===== src/mda_pkg.sv =====
// shared types and constants for the multiply / divide / accumulate unit
// no dependencies
package mda_pkg;

    localparam logic [15:0] ADDR_CTRL    = 16'h2250;
    localparam logic [15:0] ADDR_A_LO    = 16'h2251;
    localparam logic [15:0] ADDR_A_HI    = 16'h2252;
    localparam logic [15:0] ADDR_B_LO    = 16'h2253;
    localparam logic [15:0] ADDR_B_HI    = 16'h2254;
    localparam logic [15:0] ADDR_RES_LO  = 16'h2306;
    localparam logic [15:0] ADDR_RES_HI  = 16'h230a;
    localparam logic [15:0] ADDR_OVF     = 16'h230b;

    localparam logic        OP_READ      = 1'b0;
    localparam logic        OP_WRITE     = 1'b1;

    localparam int unsigned CTRL_ACC_BIT = 1;
    localparam int unsigned CTRL_DIV_BIT = 0;

    // one radix-2 step per operand bit
    localparam int unsigned STEP_COUNT   = 16;
    localparam int unsigned CNT_BITS     = $clog2(STEP_COUNT);

    typedef struct packed {
        logic take;     // bus transaction accepted this cycle
        logic step;     // one iteration of the shift/add or shift/subtract unit
        logic finish;   // write back the operation result
    } mda_cmd_t;

    typedef struct packed {
        logic start_req;    // current bus transaction starts an operation
    } mda_sts_t;

endpackage


===== src/mda_ctrl.sv =====
// controller state machine: bus handshake, output valid, iteration count
// depends on mda_pkg
module mda_ctrl
    import mda_pkg::*;
(
    input  logic     clk,
    input  logic     rst_n,
    input  logic     in_valid,
    output logic     in_stall,
    output logic     out_valid,
    input  logic     out_stall,
    input  mda_sts_t sts,
    output mda_cmd_t cmd
);

    typedef enum logic [1:0] {
        ST_IDLE,
        ST_RUN,
        ST_FINISH
    } state_t;

    state_t              state_reg;
    logic                out_valid_reg;
    logic [CNT_BITS-1:0] cnt_reg;
    logic                take;

    // output register frees up in the same cycle its transaction leaves
    assign in_stall = (state_reg != ST_IDLE) || (out_valid_reg && out_stall);
    assign take     = in_valid && !in_stall;
    assign out_valid = out_valid_reg;

    assign cmd.take   = take;
    assign cmd.step   = (state_reg == ST_RUN);
    assign cmd.finish = (state_reg == ST_FINISH);

    always_ff @(posedge clk or negedge rst_n)
    begin
        if (!rst_n)
        begin
            state_reg     <= ST_IDLE;
            out_valid_reg <= 1'b0;
            cnt_reg       <= '0;
        end
        else
        begin
            if (take)
                out_valid_reg <= 1'b1;
            else if (!out_stall)
                out_valid_reg <= 1'b0;

            case (state_reg)
                ST_IDLE:
                begin
                    cnt_reg <= '0;
                    if (take && sts.start_req)
                        state_reg <= ST_RUN;
                end
                ST_RUN:
                begin
                    cnt_reg <= cnt_reg + 1'b1;
                    if (cnt_reg == CNT_BITS'(STEP_COUNT - 1))
                        state_reg <= ST_FINISH;
                end
                ST_FINISH:
                begin
                    state_reg <= ST_IDLE;
                end
                default:
                begin
                    state_reg <= ST_IDLE;
                end
            endcase
        end
    end

endmodule


===== src/mda_dp.sv =====
// datapath: bus registers, radix-2 multiply / divide unit, result and read byte
// depends on mda_pkg
module mda_dp
    import mda_pkg::*;
#(
    parameter int unsigned RESULT_BITS = 40
)
(
    input  logic       clk,
    input  logic       rst_n,
    input  mda_cmd_t   cmd,
    output mda_sts_t   sts,
    input  logic       opcode,
    input  logic [15:0] address,
    input  logic [7:0] write_data,
    output logic [7:0] read_data
);

    localparam logic [63:0] RES_MASK = {64{1'b1}} >> (64 - RESULT_BITS);

    logic [15:0]            operand_a_reg;
    logic [15:0]            operand_b_reg;
    logic [RESULT_BITS-1:0] result_reg;
    logic                   ovf_reg;
    logic                   acc_mode_reg;
    logic                   div_mode_reg;
    logic [7:0]             read_data_reg;

    // iteration registers: hi holds partial product / remainder
    logic [16:0]            hi_reg;
    logic [15:0]            lo_reg;
    logic [15:0]            mag_reg;
    logic                   neg_reg;

    logic                   is_mul;
    logic [15:0]            b_new;
    logic [15:0]            a_abs;
    logic [15:0]            b_abs;
    logic [16:0]            mul_sum;
    logic [16:0]            div_trial;
    logic [17:0]            div_diff;
    logic [31:0]            prod_mag;
    logic [31:0]            prod_s;
    logic [63:0]            prod64;
    logic [63:0]            acc_sum;
    logic [15:0]            quot;
    logic [15:0]            rem;
    logic [63:0]            res_wide;
    logic [15:0]            byte_off;
    logic [7:0]             rd_byte;

    assign sts.start_req = (opcode == OP_WRITE) && (address == ADDR_B_HI);
    assign is_mul        = acc_mode_reg || !div_mode_reg;

    assign b_new = {write_data, operand_b_reg[7:0]};
    assign a_abs = operand_a_reg[15] ? (16'd0 - operand_a_reg) : operand_a_reg;
    assign b_abs = b_new[15] ? (16'd0 - b_new) : b_new;

    // multiply step: add multiplicand on low bit, shift right
    assign mul_sum = {1'b0, hi_reg[15:0]} + (lo_reg[0] ? {1'b0, mag_reg} : 17'd0);

    // restoring divide step
    assign div_trial = {hi_reg[15:0], lo_reg[15]};
    assign div_diff  = {1'b0, div_trial} - {2'b00, mag_reg};

    assign prod_mag = {hi_reg[15:0], lo_reg};
    assign prod_s   = neg_reg ? (32'd0 - prod_mag) : prod_mag;
    assign prod64   = {{32{prod_s[31]}}, prod_s};
    assign acc_sum  = 64'(result_reg) + prod64;

    assign quot = neg_reg ? (16'd0 - lo_reg) : lo_reg;
    assign rem  = neg_reg ? (16'd0 - hi_reg[15:0]) : hi_reg[15:0];

    assign res_wide = 64'(result_reg);
    assign byte_off = address - ADDR_RES_LO;

    always_comb
    begin
        rd_byte = 8'd0;
        if (address >= ADDR_RES_LO && address <= ADDR_RES_HI)
            rd_byte = res_wide[{byte_off[2:0], 3'b000} +: 8];
        else if (address == ADDR_OVF)
            rd_byte = {ovf_reg, 7'd0};
    end

    always_ff @(posedge clk or negedge rst_n)
    begin
        if (!rst_n)
        begin
            operand_a_reg <= '0;
            operand_b_reg <= '0;
            result_reg    <= '0;
            ovf_reg       <= 1'b0;
            acc_mode_reg  <= 1'b0;
            div_mode_reg  <= 1'b0;
            read_data_reg <= '0;
            hi_reg        <= '0;
            lo_reg        <= '0;
            mag_reg       <= '0;
            neg_reg       <= 1'b0;
        end
        else
        begin
            if (cmd.take)
            begin
                read_data_reg <= (opcode == OP_WRITE) ? 8'd0 : rd_byte;
                if (opcode == OP_WRITE)
                begin
                    case (address)
                        ADDR_CTRL:
                        begin
                            acc_mode_reg <= write_data[CTRL_ACC_BIT];
                            div_mode_reg <= write_data[CTRL_DIV_BIT];
                            if (write_data[CTRL_ACC_BIT])
                                result_reg <= '0;
                        end
                        ADDR_A_LO: operand_a_reg[7:0]  <= write_data;
                        ADDR_A_HI: operand_a_reg[15:8] <= write_data;
                        ADDR_B_LO: operand_b_reg[7:0]  <= write_data;
                        ADDR_B_HI:
                        begin
                            operand_b_reg <= b_new;
                            hi_reg        <= '0;
                            if (is_mul)
                            begin
                                lo_reg  <= b_abs;
                                mag_reg <= a_abs;
                                neg_reg <= operand_a_reg[15] ^ b_new[15];
                            end
                            else
                            begin
                                lo_reg  <= a_abs;
                                mag_reg <= b_new;
                                neg_reg <= operand_a_reg[15];
                            end
                        end
                        default:
                        begin
                        end
                    endcase
                end
            end

            if (cmd.step)
            begin
                if (is_mul)
                begin
                    hi_reg <= {1'b0, mul_sum[16:1]};
                    lo_reg <= {mul_sum[0], lo_reg[15:1]};
                end
                else
                begin
                    hi_reg <= div_diff[17] ? div_trial : div_diff[16:0];
                    lo_reg <= {lo_reg[14:0], !div_diff[17]};
                end
            end

            if (cmd.finish)
            begin
                if (acc_mode_reg)
                begin
                    ovf_reg       <= |(acc_sum & ~RES_MASK);
                    result_reg    <= RESULT_BITS'(acc_sum);
                    operand_a_reg <= '0;
                end
                else if (!div_mode_reg)
                begin
                    result_reg    <= RESULT_BITS'(prod64);
                    operand_b_reg <= '0;
                end
                else
                begin
                    if (mag_reg == 16'd0)
                        result_reg <= '0;
                    else
                        result_reg <= RESULT_BITS'({rem, quot});
                    operand_a_reg <= '0;
                    operand_b_reg <= '0;
                end
            end
        end
    end

    assign read_data = read_data_reg;

endmodule


===== src/mul_div_accumulate_unit.sv =====
// memory-mapped multiply / divide / multiply-accumulate unit, top level
// output: every bus transaction gives its byte in the cycle after it is accepted
// throughput: one transaction per cycle while out_stall is low, except a write of the
// operand b high byte, which stalls the next one through 16 radix-2 steps and a write-back
// reset: asynchronous active low, clears operands, result, overflow flag and modes
// depends on mda_pkg, mda_ctrl, mda_dp
module mul_div_accumulate_unit
    import mda_pkg::*;
#(
    parameter int unsigned RESULT_BITS = 40
)
(
    input  logic        clk,
    input  logic        rst_n,
    input  logic        in_valid,
    output logic        in_stall,
    input  logic        opcode,
    input  logic [15:0] address,
    input  logic [7:0]  write_data,
    output logic        out_valid,
    input  logic        out_stall,
    output logic [7:0]  read_data
);

    mda_cmd_t cmd;
    mda_sts_t sts;

    mda_ctrl u_ctrl (
        .clk       (clk),
        .rst_n     (rst_n),
        .in_valid  (in_valid),
        .in_stall  (in_stall),
        .out_valid (out_valid),
        .out_stall (out_stall),
        .sts       (sts),
        .cmd       (cmd)
    );

    mda_dp #(
        .RESULT_BITS (RESULT_BITS)
    ) u_dp (
        .clk        (clk),
        .rst_n      (rst_n),
        .cmd        (cmd),
        .sts        (sts),
        .opcode     (opcode),
        .address    (address),
        .write_data (write_data),
        .read_data  (read_data)
    );

    // an operation start blocks the next transaction
    a_start_stalls: assert property (@(posedge clk) disable iff (!rst_n)
        in_valid && !in_stall && opcode == OP_WRITE && address == ADDR_B_HI |=> in_stall)
        else $error("operation start did not stall input");

    // every accepted transaction is presented on the output next cycle
    a_accept_out: assert property (@(posedge clk) disable iff (!rst_n)
        in_valid && !in_stall |=> out_valid)
        else $error("accepted transaction not presented");

    // writes always return zero
    a_write_zero: assert property (@(posedge clk) disable iff (!rst_n)
        in_valid && !in_stall && opcode == OP_WRITE |=> read_data == 8'd0)
        else $error("write returned nonzero data");

endmodule


===== config.mk =====
export PLATFORM = sky130hd
export DESIGN_NAME = mul_div_accumulate_unit
export DESIGN_NICKNAME = d
export VERILOG_FILES = /design/src/mda_pkg.sv /design/src/mda_ctrl.sv /design/src/mda_dp.sv /design/src/mul_div_accumulate_unit.sv
export SDC_FILE = /design/constraint.sdc
export NUM_CORES = 1
export LEC_CHECK = 0
export BUFFER_PORTS_ARGS = -buffer_cell sky130_fd_sc_hd__buf_2
export CAP_MARGIN = 20
export CORE_MARGIN = 3
export CORE_UTILIZATION = 59
export CTS_BUF_LIST = sky130_fd_sc_hd__clkbuf_2 sky130_fd_sc_hd__clkbuf_4 sky130_fd_sc_hd__clkbuf_8
export CTS_CLUSTER_DIAMETER = 100
export DETAILED_ROUTE_END_ITERATION = 8
export PLACE_DENSITY = 0.76
export RECOVER_POWER = 50
export SETUP_SLACK_MARGIN = 0.4
export SLEW_MARGIN = 20
export SYNTH_ARGS = -nofsm -noshare
export SYNTH_HDL_FRONTEND = slang
export SYNTH_SLANG_ARGS = --single-unit

===== constraint.sdc =====
create_clock -name clk -period 5.2 [get_ports clk]
set_clock_uncertainty 0.2 [all_clocks]
set_input_delay 0.26 -clock clk [delete_from_list [all_inputs] [get_ports clk]]
set_output_delay 0.26 -clock clk [all_outputs]
set_load 0.02 [all_outputs]

=== Yosys cells after proc, flatten, opt, wreduce, memory -nomap -nowiden ===
Index checks and enable logic that the tools add are counted.

* Output and inout port bits: 10
* Logic and storage cells: 118
* Input bits: 29
* Register bits after elaboration: 139

* Equal/unequal tests: 12
* Add/sub/neg operators: 10
* Reduce and logical (&&, ||, !) cells: 28
* Muxes and demuxes: 50
* Bitwise logic cells: 1
* Magnitude comparators: 2
* Shifts and indexed selects: 1

{| class="wikitable"
|+ Operators by type and width
! operator !! count
|-
| $mux W16 || 27
|-
| $mux W40 || 7
|-
| $eq A16 B14 Y1 const B || 6
|-
| $mux W32 || 2
|-
| $shiftx A64 B7 Y8 || 1
|-
| $sub A1 B16 Y16 const A || 4
|-
| $mux W8 || 7
|-
| $add A41 B32 Y42 || 1
|-
| $sub A1 B32 Y32 const A || 1
|-
| $reduce_or A24 Y1 || 1
|-
| $reduce_bool A2 Y1 || 9
|-
| $sub A17 B16 Y18 || 1
|-
| $add A16 B16 Y17 || 1
|-
| $ge A16 B14 Y1 const B || 1
|-
| $le A16 B14 Y1 const B || 1
|-
| $logic_not A16 Y1 || 1
|-
| $reduce_and A3 Y1 || 3
|-
| $pmux W4 S2 || 1
|-
| $ne A2 B1 Y1 const B || 3
|-
| $logic_and A1 B1 Y1 || 5
|-
| $add A4 B1 Y4 const B || 1
|-
| $eq A4 B4 Y1 const B || 1
|-
| $mux W2 || 2
|-
| $pmux W2 S2 || 1
|-
| other kinds (10) || 16
|}

=== Logic depth before layout (Yosys ltp) ===
Gate-level depths: netlist of run 1.

* Depth after elaboration: 8
* Depth in mapped cells: 21
* Gate-level depth less buffers: 20

=== Cells and area by module ===
A second synthesis of run 1 with hierarchy kept.

* Cell total of the unflattened synthesis: 1489
* Area, all modules: 11999.0 um2

{| class="wikitable"
|+ By module, submodules not included
! module !! area each (um2) !! instances !! cells an instance !! sequential area each (um2)
|-
| mda_dp || 11659.9 || 1 || 1458 || 3103.0
|-
| mda_ctrl || 339.1 || 1 || 31 || 175.2
|}

=== Worst setup path before layout of run 1 ===
No wires, ideal clock.

* Path type: reg-to-reg
* Start point: register u_dp.lo_reg[0]
* End point: register u_dp.result_reg[35]
* Path buffers: 2
* Stages on the path, launching flop included: 20
* Required time: 4.874 ns
* Period minus slack after synthesis: 5.340 ns
* Path slack: -0.140 ns
* Arrival time: 5.014 ns
* Library setup time: 0.126 ns
* Cell sequence: dfrtp_1 > clkinv_1 > clkbuf_1 > ha_1 > nand4_1 > or3b_1 > o31ai_4 > inv_2 > or2_2 > xor2_1 > ha_1 > buf_6 > a21o_1 > a21o_1 > or4b_4 > and3_1 > or4_4 > a31oi_4 > xnor2_1 > a221o_1

* Word-level cells in the longest chain between the ends: 5
* Elaborated cells between the ends (all ways): 6
* Classes of those cells: add/sub: 2; mux: 4

{| class="wikitable"
|+ Ends and longest elaborated chain
! element !! line !! source
|-
| start, declared || mda_dp.sv:31 || <nowiki>logic [15:0] lo_reg;</nowiki>
|-
| start signal, assigned || mda_dp.sv:126 || <nowiki>lo_reg <= b_abs;</nowiki>
|-
| start signal, assigned || mda_dp.sv:132 || <nowiki>lo_reg <= a_abs;</nowiki>
|-
| start signal, assigned || mda_dp.sv:149 || <nowiki>lo_reg <= {mul_sum[0], lo_reg[15:1]};</nowiki>
|-
| $sub A1 B32 Y32 || mda_dp.sv:67 || <nowiki>assign prod_s = neg_reg ? (32'd0 - prod_mag) : prod_mag;</nowiki>
|-
| $mux W32 * || mda_dp.sv:67 ||
|-
| $add A41 B32 Y42 / $mux W40 (equally long branches) || mda_dp.sv:69, mda_dp.sv:166 ||
|-
| $mux W40 * || mda_dp.sv:160 || <nowiki>if (acc_mode_reg)</nowiki>
|-
| $mux W40 * || mda_dp.sv:158 || <nowiki>if (cmd.finish)</nowiki>
|-
| end signal, assigned || mda_dp.sv:163 || <nowiki>result_reg <= RESULT_BITS'(acc_sum);</nowiki>
|-
| end signal, assigned || mda_dp.sv:168 || <nowiki>result_reg <= RESULT_BITS'(prod64);</nowiki>
|-
| end signal, assigned || mda_dp.sv:176 || <nowiki>result_reg <= RESULT_BITS'({rem, quot});</nowiki>
|-
| end, declared || mda_dp.sv:23 || <nowiki>logic [RESULT_BITS-1:0] result_reg;</nowiki>
|}

Every way passes the cells marked *; elsewhere a longest branch is shown, timed or not.
A chain may end at the register's enable or synchronous reset.

=== Worst setup path in the final report of run 1 ===
* Start point: register u_dp.lo_reg[8]
* End point: register u_dp.result_reg[35]

The elaborated chain is that of the path after synthesis.

==> impl_metrics.toml, run 1 <==
[sta]
slew_viol_final = 86
fin_crit_sh = 0.951
rsz0062_at_grt = "true"
timing.hold.ws_ns = 0.0484
fmax_mhz = 202
hold_viol_final = 0
fin_ws_ns = 0.255
setup_viol = 0
tightest_slew_ns = 2.23
max-slew-margin-rel = -0.488
post-route-min-period_ns = 4.95

[layout]
antennaDiodeCount = 0
regArea_mm2 = 0.00328
fillers = 1673
finalNetCount = 1648
drive_above_1_share = 0.140
instances_no_fill = 1810
multiInputGateArea_mm2 = 0.00850
largest_reg_flops = 40
area_growth_pct = 11.2

[placement]
dp_cells = 1750
portBuffers = 38
gp_congestion = 0.941
hpwl_mm = 26.3
place_ws_ns = 0.0716

[grt]
grt_pass1_vias = 10900
grt_pass1_wl_mm = 56.8
antenna_found_initial = 0
grtUsageTotal = 0.319
grt_max_degree = 86
grt_overflow = 0

[worst_setup_path]
critical_path_required_ns = 5.35
ff2ff_path_depth = 16
endpoint_kind = "register"
worstSetupPathType = "reg2reg"
r2r_setup_slack_ns = 0.25
cp.arrival_ns = 5.09
reg2reg_to = "u_dp.result_reg[35]"
cp-start-kind = "register"
cp_max_fo = 4
worstReg2RegStart = "u_dp.lo_reg[8]"

[synthesis]
synth_cells = 1491
synth_top_area_share = 0.271
postSynthAreaPerCell_um2 = 8.10
synthFlopType = "dfrtp_1"
synth-seq-cells = 131
seq_area_frac_synth = 0.271
synth_enable_flop_cells = 0
syn_nets = 1606
ys.warnings.count = 0
synth_area_leaders = "dfrtp_1 (27%), ha_1 (8.6%), o21ai_0 (5.0%)"
synthesis.area_mm2 = 0.0121
yosysTopAreaCell = "dfrtp_1"
synthArstFlopShare = 1.00
synth_cell_type_count = 92

[power]
total_power_uw = 1970
ir_drop_v = 0.000150
leakage_uw = 0.00612
p_per_area_mw_per_mm2 = 146

[clock_network]
cts_max_level = 4
cts-buffers-inserted = 17
cts.clk_slew.worst_paths_ns = 0.09
cts.sinks = 131
ctsLongestPathBuffers = 2
clock_latency_ns = 0.47
clock-root-buffer = "clkbuf_8"
cts_tree = "yes"

[detailed_routing]
dr.pass1.iters = 6
wire_per_inst_um = 19.5
dr.first_iter.drc_count = 1106
finalWirelength_mm = 35.3
ant_nets = 0
post_drt_via_cell_ratio = 6.39
drc = 0
vias = 11600

[min_path]
hold_path_startpoint = "address[8]"
hp-class = "in2reg"
hold-path-cell-count = 3
min_to = "u_dp.read_data[7]"

[run_status]
status = "finished, violations left"
violations = "max-capacitance violations, max-slew violations"

[floorplanning]
initial_core_util = 0.611
ios = 39
core-area_mm2 = 0.0198
die-area_mm2 = 0.0222
die_w_um = 149
dieHeight_um = 149
rows = 51

[job]
drv_cap = 1
-- placed cells by master (no fill, tap or decap), types with 17 or more instances in the layout --
| master | Yosys | layout |
|---|---|---|
| xnor2_1 | 65 | 62 |
| buf_4 | 1 | 57 |
| clkbuf_8 | 1 | 17 |
| o21ai_0 | 120 | 114 |
| nand2_1 | 159 | 157 |
| nor3_1 | 22 | 19 |
| o31ai_1 | 25 | 23 |
| a211oi_1 | 30 | 30 |
| nor2b_1 | 21 | 21 |
| xor2_1 | 51 | 49 |
| a21o_1 | 44 | 44 |
| dfrtp_1 | 131 | 131 |
| ha_1 | 83 | 79 |
| buf_2 | 5 | 28 |
| inv_1 | 51 | 49 |
| nor2_1 | 136 | 134 |
| a21oi_1 | 116 | 111 |
| nand3_1 | 31 | 30 |
| mux2i_1 | 34 | 34 |
| nand2b_1 | 19 | 19 |
-- metal layers --
metal	global-route usage	routed length (µm)
met1	0.431	15300
met3	0.0410	2120
met2	0.530	16700
met4	0.115	1190
met5	0	0
-- logic make-up (layout without fill, tap and decap cells) --
family                   count (synthesis)  after routing  synth area share
AND/OR/NAND/NOR                        478            478             0.188
buffers and inverters                  141            195            0.0494
flip-flops                             131            131             0.271
AO/OA/AOI/OAI                          489            489             0.266
adder cells (fa/ha/maj)                 86             86            0.0909
multiplexers                            49             49            0.0487
XOR/XNOR                               117            117            0.0855
-- worst max-delay path, cell delays in order (launching register included) --
cell,delay (ns)
dfrtp_1,0.39
or4_4,0.56
nor3_4,0.18
or3b_4,0.43
o31ai_4,0.24
inv_2,0.10
or2_4,0.24
xor2_2,0.14
ha_1,0.30
a21o_1,0.17
a21o_1,0.19
or4b_4,0.53
and3_4,0.16
or4_4,0.46
a31oi_4,0.18
xnor2_1,0.09
a221o_1,0.29
-- report_power, final --
part	switching [µW]	leakage, µW	internal (µW)
clock	453	0.000176	387
sequential	1.13	0.00168	1020
combinational	70.3	0.00427	35.2
-- worst max-delay path by stage --
stage,start,endpoint,depth (start not counted)
global route,u_dp.lo_reg[8],u_dp.result_reg[35],16
CTS,u_dp.lo_reg[8],u_dp.result_reg[35],16
global placement,u_dp.lo_reg[7],u_dp.result_reg[35],16
floorplan,u_dp.lo_reg[7],u_dp.result_reg[35],18
finish,u_dp.lo_reg[8],u_dp.result_reg[35],16
detailed placement,u_dp.lo_reg[7],u_dp.result_reg[35],16
-- cells in the mapped netlist, types with 19 or more instances --
master	instances
nand2b_1	19
a211oi_1	30
nor2b_1	21
nand3_1	31
nor3_1	22
mux2i_1	34
o21ai_0	120
inv_1	51
dfrtp_1	131
a21o_1	44
ha_1	83
xnor2_1	65
nand2_1	159
clkbuf_1	67
xor2_1	51
a21oi_1	116
o31ai_1	25
nor2_1	136
-- metrics by stage --
step	utilization	area, µm²	TNS, ns
final	0.679	13400	0
after global routing	0.679	13400	0
after CTS	0.669	13200	0
after detailed placement	0.636	12600	0
after global placement	0.636	12600	0
after floorplan	-	12100	-0.0617
-- area by class of cell --
type | count | area share
clock buffers | 18 | 0.0180
clock inverters | 13 | 0.00941
inverters | 54 | 0.0153
multi-input cells | 1219 | 0.633
flip-flops and latches | 131 | 0.244
well taps | 265 | 0.0247
repair buffers | 110 | 0.0557
-- timing repair --
item / 4_1_cts / 5_1_grt
setup buffers: 16 / 2
hold buffers: 11 / 0
hold endpoints to repair: 104 / 0
gates resized for setup: 14 / 39
pin swaps: 23 / 15
gates cloned: 0 / 0
setup endpoints to repair: 10 / 15
Note: power is estimated with default switching activity, not from simulation.
==> run 2: changes to the inputs <==
CORE_ASPECT_RATIO = 0.8   (was default)
CORE_UTILIZATION = 65   (was 59)
PLACE_DENSITY = 0.8   (was 0.76)
clock period = 4.9 ns   (was 5.2 ns; I/O delays follow)
==> run 2 against run 1 <==
  * The run ends with max-capacitance violations, max-slew violations, negative setup slack left
  * Count of clock-buffer cells in the layout down 1
  * Largest cell class unchanged
  * Register-to-register slack worse by 0.30 ns
  * First-iteration DRC count up 20%
  * Total power up 10%
  * Routed wire length up 3.6%
  * Largest power group unchanged
==> impl_metrics.toml, run 2 (synthesis gave the netlist of run 1 again) <==
[run_status]
status = "finished, violations left"
violations = "max-capacitance violations, max-slew violations, negative setup slack"

[grt]
met1_usage = 0.506
antenna_found_initial = 0
busiest_layer = "met2"
grt_overflow = 0
grt_pass1_wl_mm = 57.9
grt_max_degree = 99
grt_pass1_vias = 11200
grtUsageMet2 = 0.556
grtUsageMet3 = 0.0638
grtUsageTotal = 0.359

[floorplanning]
die_w_um = 158
core-area_mm2 = 0.0178
dieHeight_um = 128
rows = 43
ios = 39
die-area_mm2 = 0.0203
initial_core_util = 0.680

[clock_network]
cts_tree = "yes"
cts.sinks = 131
cts-buffers-inserted = 17
clock-root-buffer = "clkbuf_8"
cts.clk_slew.worst_paths_ns = 0.10
ctsLongestPathBuffers = 2
clock_latency_ns = 0.49
cts_max_level = 4

[worst_setup_path]
endpoint_kind = "register"
crit_slowest_cell = "or4_4"
critical_path_required_ns = 5.07
cp-start-kind = "register"
cp.arrival_ns = 5.11
cp_slowest_stage_delay_ns = 0.56
cp_max_fo = 4
path_cells = "or4_4 > nor3_4 > or3b_4 > o31ai_4 > inv_2 > or2_4 > xor2_1 > ha_1 > a21o_1 > a21o_1 > or4b_4 > and3_4 > or4_4 > a31oi_4 > xnor2_1 > a221o_1"
worstSetupPathType = "reg2reg"

[min_path]
hp-class = "in2reg"

[detailed_routing]
dr.first_iter.drc_count = 1328
dr.pass1.iters = 6
ant_nets = 0
vias = 12000
drc = 0
post_drt_via_cell_ratio = 6.60
finalWirelength_mm = 36.6
wire_per_inst_um = 20.1

[power]
clock_power_share = 0.450
switchingPower_uw = 656
sw_frac_of_total = 0.302
ir_drop_v = 0.000131
seqPwrFrac = 0.499
leakage_uw = 0.00645
p_per_area_mw_per_mm2 = 156
p_int_uw = 1510
p_comb_frac = 0.051

[layout]
largest_reg_flops = 40
drive_above_1_share = 0.181
regArea_mm2 = 0.00328
finalNetCount = 1695
area_growth_pct = 15.3
antennaDiodeCount = 0
final_cell_mix = "nand2_1 (157), nor2_1 (133), dfrtp_1 (131), o21ai_0 (111), a21oi_1 (102)"
fillers = 1293
multiInputGateArea_mm2 = 0.00863
finish.utilization = 0.784
final_common_cell = "nand2_1"

[sta]
tightest_slew_ns = 2.47
setup_viol = 3
slew_viol_final = 99
post-route-min-period_ns = 4.95
rsz0062_at_grt = "true"
fin_ws_ns = -0.0486
fmax_mhz = 202
setup_tns_ns = -0.0685
hold_viol_final = 0
fin_crit_sh = 1.01
max-slew-margin-rel = -0.647

[placement]
hpwl_mm = 26.5
gp_congestion = 0.969
portBuffers = 38

[job]
drv_cap = 1
[run 2: cell count changes in the layout (fill, tap and decap cells not counted), sizes merged]
| cell | previous run | this run |
|---|---|---|
| buf | 87 | 134 |
| clkbuf | 30 | 29 |
| inv | 57 | 62 |
| bufinv | 1 | 0 |
| clkinvlp | 4 | 0 |
| clkinv | 5 | 7 |
[run 2: worst paths after layout]
| path | start | endpoint | slack, ns | cells after the start |
|---|---|---|---|---|
| hold reg to reg | u_dp.read_data[3] | u_dp.read_data[3] | 0.30 | 1 |
| min in group asynchronous | rst_n | u_dp.result_reg[11] | 0.88 | 2 |
| max in group asynchronous | rst_n | u_dp.result_reg[2] | 1.68 | 3 |
| hold / removal | address[8] | u_dp.read_data[7] | 0.02 | 3 |
| setup / recovery | u_dp.lo_reg[7] | u_dp.result_reg[35] | -0.05 | 16 |
| setup reg to reg | u_dp.lo_reg[7] | u_dp.result_reg[35] | -0.05 | 16 |
[run 2: cell type report]
cell class	count	area share
Timing Repair Buffer	157	0.0801
Multi-Input combinational cell	1219	0.620
Inverter	54	0.0146
Sequential cell	131	0.235
Clock inverter	15	0.0130
Clock buffer	17	0.0168
Tap cell	225	0.0202
[run 2: per-layer routing]
metal | vias to the layer above | wire length [µm]
met5 | - | 0
met4 | 0 | 1360
met3 | 110 | 3340
met2 | 619 | 16300
met1 | 5674 | 15600
li1 | 5592 | -
[run 2: what timing repair did]
action                                  CTS  global route
hold buffers                             11             0
hold endpoints to repair                122             0
gates resized for setup                  30            52
pin swaps                                15            36
setup buffers                            17             7
endpoints found under the setup margin   17            19
[run 2: power by group through the flow]
stage,clock network [µW],logic [µW],registers [µW]
2_1_floorplan,0,51.4,1110
3_3_place_gp,0,102,1100
3_5_place_dp,0,104,1100
4_1_cts,981,112,1080
5_1_grt,1030,123,1080
6_report,975,112,1080
[run 2: stage by stage]
| step | hold WS, ns | worst slack [ns] | power (µW) | cells | cell area [µm²] |
|---|---|---|---|---|---|
| 6_report | 0.0192 | -0.0486 | 2170 | 1818 | 13900 |
| 5_1_grt | 0.0465 | -0.153 | 2240 | 1818 | 13900 |
| 4_1_cts | 0.00706 | 0.0309 | 2170 | 1811 | 13600 |
| 3_5_place_dp | 0.203 | -0.105 | 1210 | 1751 | 12900 |
| 3_3_place_gp | 0.201 | -0.0291 | 1210 | 1751 | 12900 |
| 2_1_floorplan | -0.251 | -0.337 | 1160 | 1491 | 12100 |
[run 2: critical path, delay by kind of cell (launching register included)]
kind            cells  cell delay, ns
flops               1            0.40
compound gates      5            1.07
xor+xnor            2            0.23
buf+inv             1            0.09
simple gates        7            2.52
fa+ha+maj           1            0.31
==> run 3: changes to the inputs <==
BUFFER_PORTS_ARGS = default   (was -buffer_cell sky130_fd_sc_hd__buf_2)
DONT_BUFFER_PORTS = 1   (was default)
PLACE_DENSITY = 0.78   (was 0.8)
==> run 3 against run 2 <==
  * The flow still finishes with violations (max-capacitance violations, max-slew violations, negative setup slack)
  * Clock power is 9% higher
  * Register-to-register slack better by 0.02 ns
  * Count of clock-buffer cells in the layout rose by 1
  * Die area did not move
  * Critical path type unchanged
  * Largest cell class unchanged
==> impl_metrics.toml, run 3 (synthesis gave the netlist of run 1 again) <==
[layout]
area_growth_pct = 14.6
antennaDiodeCount = 0
final_common_cell = "nand2_1"
largest_reg_flops = 40
final_cell_mix = "nand2_1 (158), nor2_1 (134), dfrtp_1 (131), o21ai_0 (110), a21oi_1 (107)"
instances_no_fill = 1794
drive_above_1_share = 0.160
finalNetCount = 1671
stdcell_area_mm2 = 0.0138
fillers = 1312

[power]
sw_frac_of_total = 0.264
ir_drop_v = 0.000146
total_power_uw = 2240
switchingPower_uw = 591
p_comb_frac = 0.042
leakage_uw = 0.00638
p_per_area_mw_per_mm2 = 162
seqPwrFrac = 0.484
clock_power_share = 0.474
p_int_uw = 1650

[min_path]
hp-class = "in2reg"
hold-path-cell-count = 4
hold_path_startpoint = "write_data[7]"

[worst_setup_path]
cp_max_fo = 4
worstSetupPathType = "reg2reg"
r2r_setup_slack_ns = -0.03
cp.arrival_ns = 5.08
critical_path.startpoint = "u_dp.lo_reg[7]"
endpoint_kind = "register"
ff2ff_path_depth = 16
path_cells = "or4_4 > nor3_4 > or3b_4 > o31ai_4 > inv_2 > or2_4 > xor2_1 > ha_1 > a21o_1 > a21o_1 > or4b_4 > and3_4 > or4_4 > a31oi_4 > xnor2_1 > a221o_1"
worstReg2RegStart = "u_dp.lo_reg[7]"
cp-start-kind = "register"
cp_slowest_stage_delay_ns = 0.56
crit_slowest_cell = "or4_4"
critical_path_required_ns = 5.06

[sta]
tightest_slew_ns = 3.32
fin_ws_ns = -0.0260
setup_viol = 2
timing.hold.ws_ns = 0.00981
post-route-min-period_ns = 4.93
rsz0062_at_grt = "true"
fin_crit_sh = 1.01
fmax_mhz = 203
hold_viol_final = 0
max-slew-margin-rel = -1.22
slew_viol_final = 132

[detailed_routing]
top_layer = "met4"
drc = 0
vias = 11900
dr_wl_met3_mm = 3.54
wl_met2_mm = 16.3
post_drt_via_cell_ratio = 6.66
dr.pass1.iters = 6
wl_met1_mm = 15.8
wire_per_inst_um = 20.5
ant_nets = 0
dr.first_iter.drc_count = 1405
finalWirelength_mm = 36.8

[clock_network]
cts-buffers-inserted = 17
clock-root-buffer = "clkbuf_8"
cts_max_level = 4
clock_latency_ns = 0.48
cts.clk_slew.worst_paths_ns = 0.10
cts.sinks = 131
ctsLongestPathBuffers = 2
cts_tree = "yes"

[placement]
portBuffers = 0
placed_area_mm2 = 0.0127
gp_congestion = 0.948
dp_cells = 1717
hpwl_mm = 26.3

[floorplanning]
dieHeight_um = 128
die-area_mm2 = 0.0203
die_w_um = 158
ios = 39
initial_core_util = 0.680
core-area_mm2 = 0.0178
rows = 43

[run_status]
violations = "max-capacitance violations, max-slew violations, negative setup slack"
status = "finished, violations left"

[grt]
grtUsageTotal = 0.362
antenna_found_initial = 0
grt_pass1_wl_mm = 58.1
grt_pass1_vias = 11100
grt_overflow = 0
grt_max_degree = 132

[job]
drv_cap = 1
[run 3: through the flow]
stage	util	setup TNS [ns]	setup WS [ns]
2_1_floorplan	-	-0.860	-0.337
3_3_place_gp	0.715	-0.0792	-0.0443
3_5_place_dp	0.715	-0.354	-0.146
4_1_cts	0.770	0	0.000347
5_1_grt	0.780	-0.255	-0.117
6_report	0.780	-0.0291	-0.0260
[run 3: final timing paths]
kind                                       endpoint
worst max-delay path            u_dp.result_reg[35]
worst min-delay path                u_dp.lo_reg[11]
worst max register to register  u_dp.result_reg[35]
worst min register to register     u_dp.mag_reg[10]
max in group asynchronous           u_dp.hi_reg[14]
min in group asynchronous        u_dp.result_reg[6]
[run 3: worst max-delay path, delay by kind of cell (launching register included)]
kind	cells	cell delay [ns]
compound gates	5	1.08
simple gates	7	2.49
fa+ha+maj	1	0.31
flops	1	0.39
buf+inv	1	0.09
xor+xnor	2	0.24
[run 3: area by class of cell]
type	instances	area (µm²)	area share
clock buffers	18	248	0.0179
flip-flops and latches	131	3280	0.237
clock inverters	14	190	0.0137
multi-input cells	1219	8550	0.618
well taps	225	282	0.0203
repair buffers	133	1090	0.0786
inverters	54	203	0.0146
[run 3: power groups by stage]
stage	logic [µW]	clock network [µW]	registers, µW
floorplan	51.4	0	1110
global placement	48.4	0	1110
detailed placement	50.0	0	1110
CTS	94.6	1060	1080
global route	102	1110	1080
finish	93.1	1060	1080
[run 3: what timing repair did]
action | CTS | global route
endpoints found under the setup margin | 15 | 21
hold buffers | 21 | 0
gates cloned | 0 | 0
endpoints found under the hold margin | 179 | 0
gates resized for setup | 40 | 27
buffers inserted | 16 | 7
pin swaps | 35 | 26
[run 3: metal layers]
metal | vias up | track usage
li1 | 5552 | -
met1 | 5660 | 0.510
met2 | 636 | 0.556
met3 | 96 | 0.0827
met4 | 0 | 0.115
met5 | - | 0
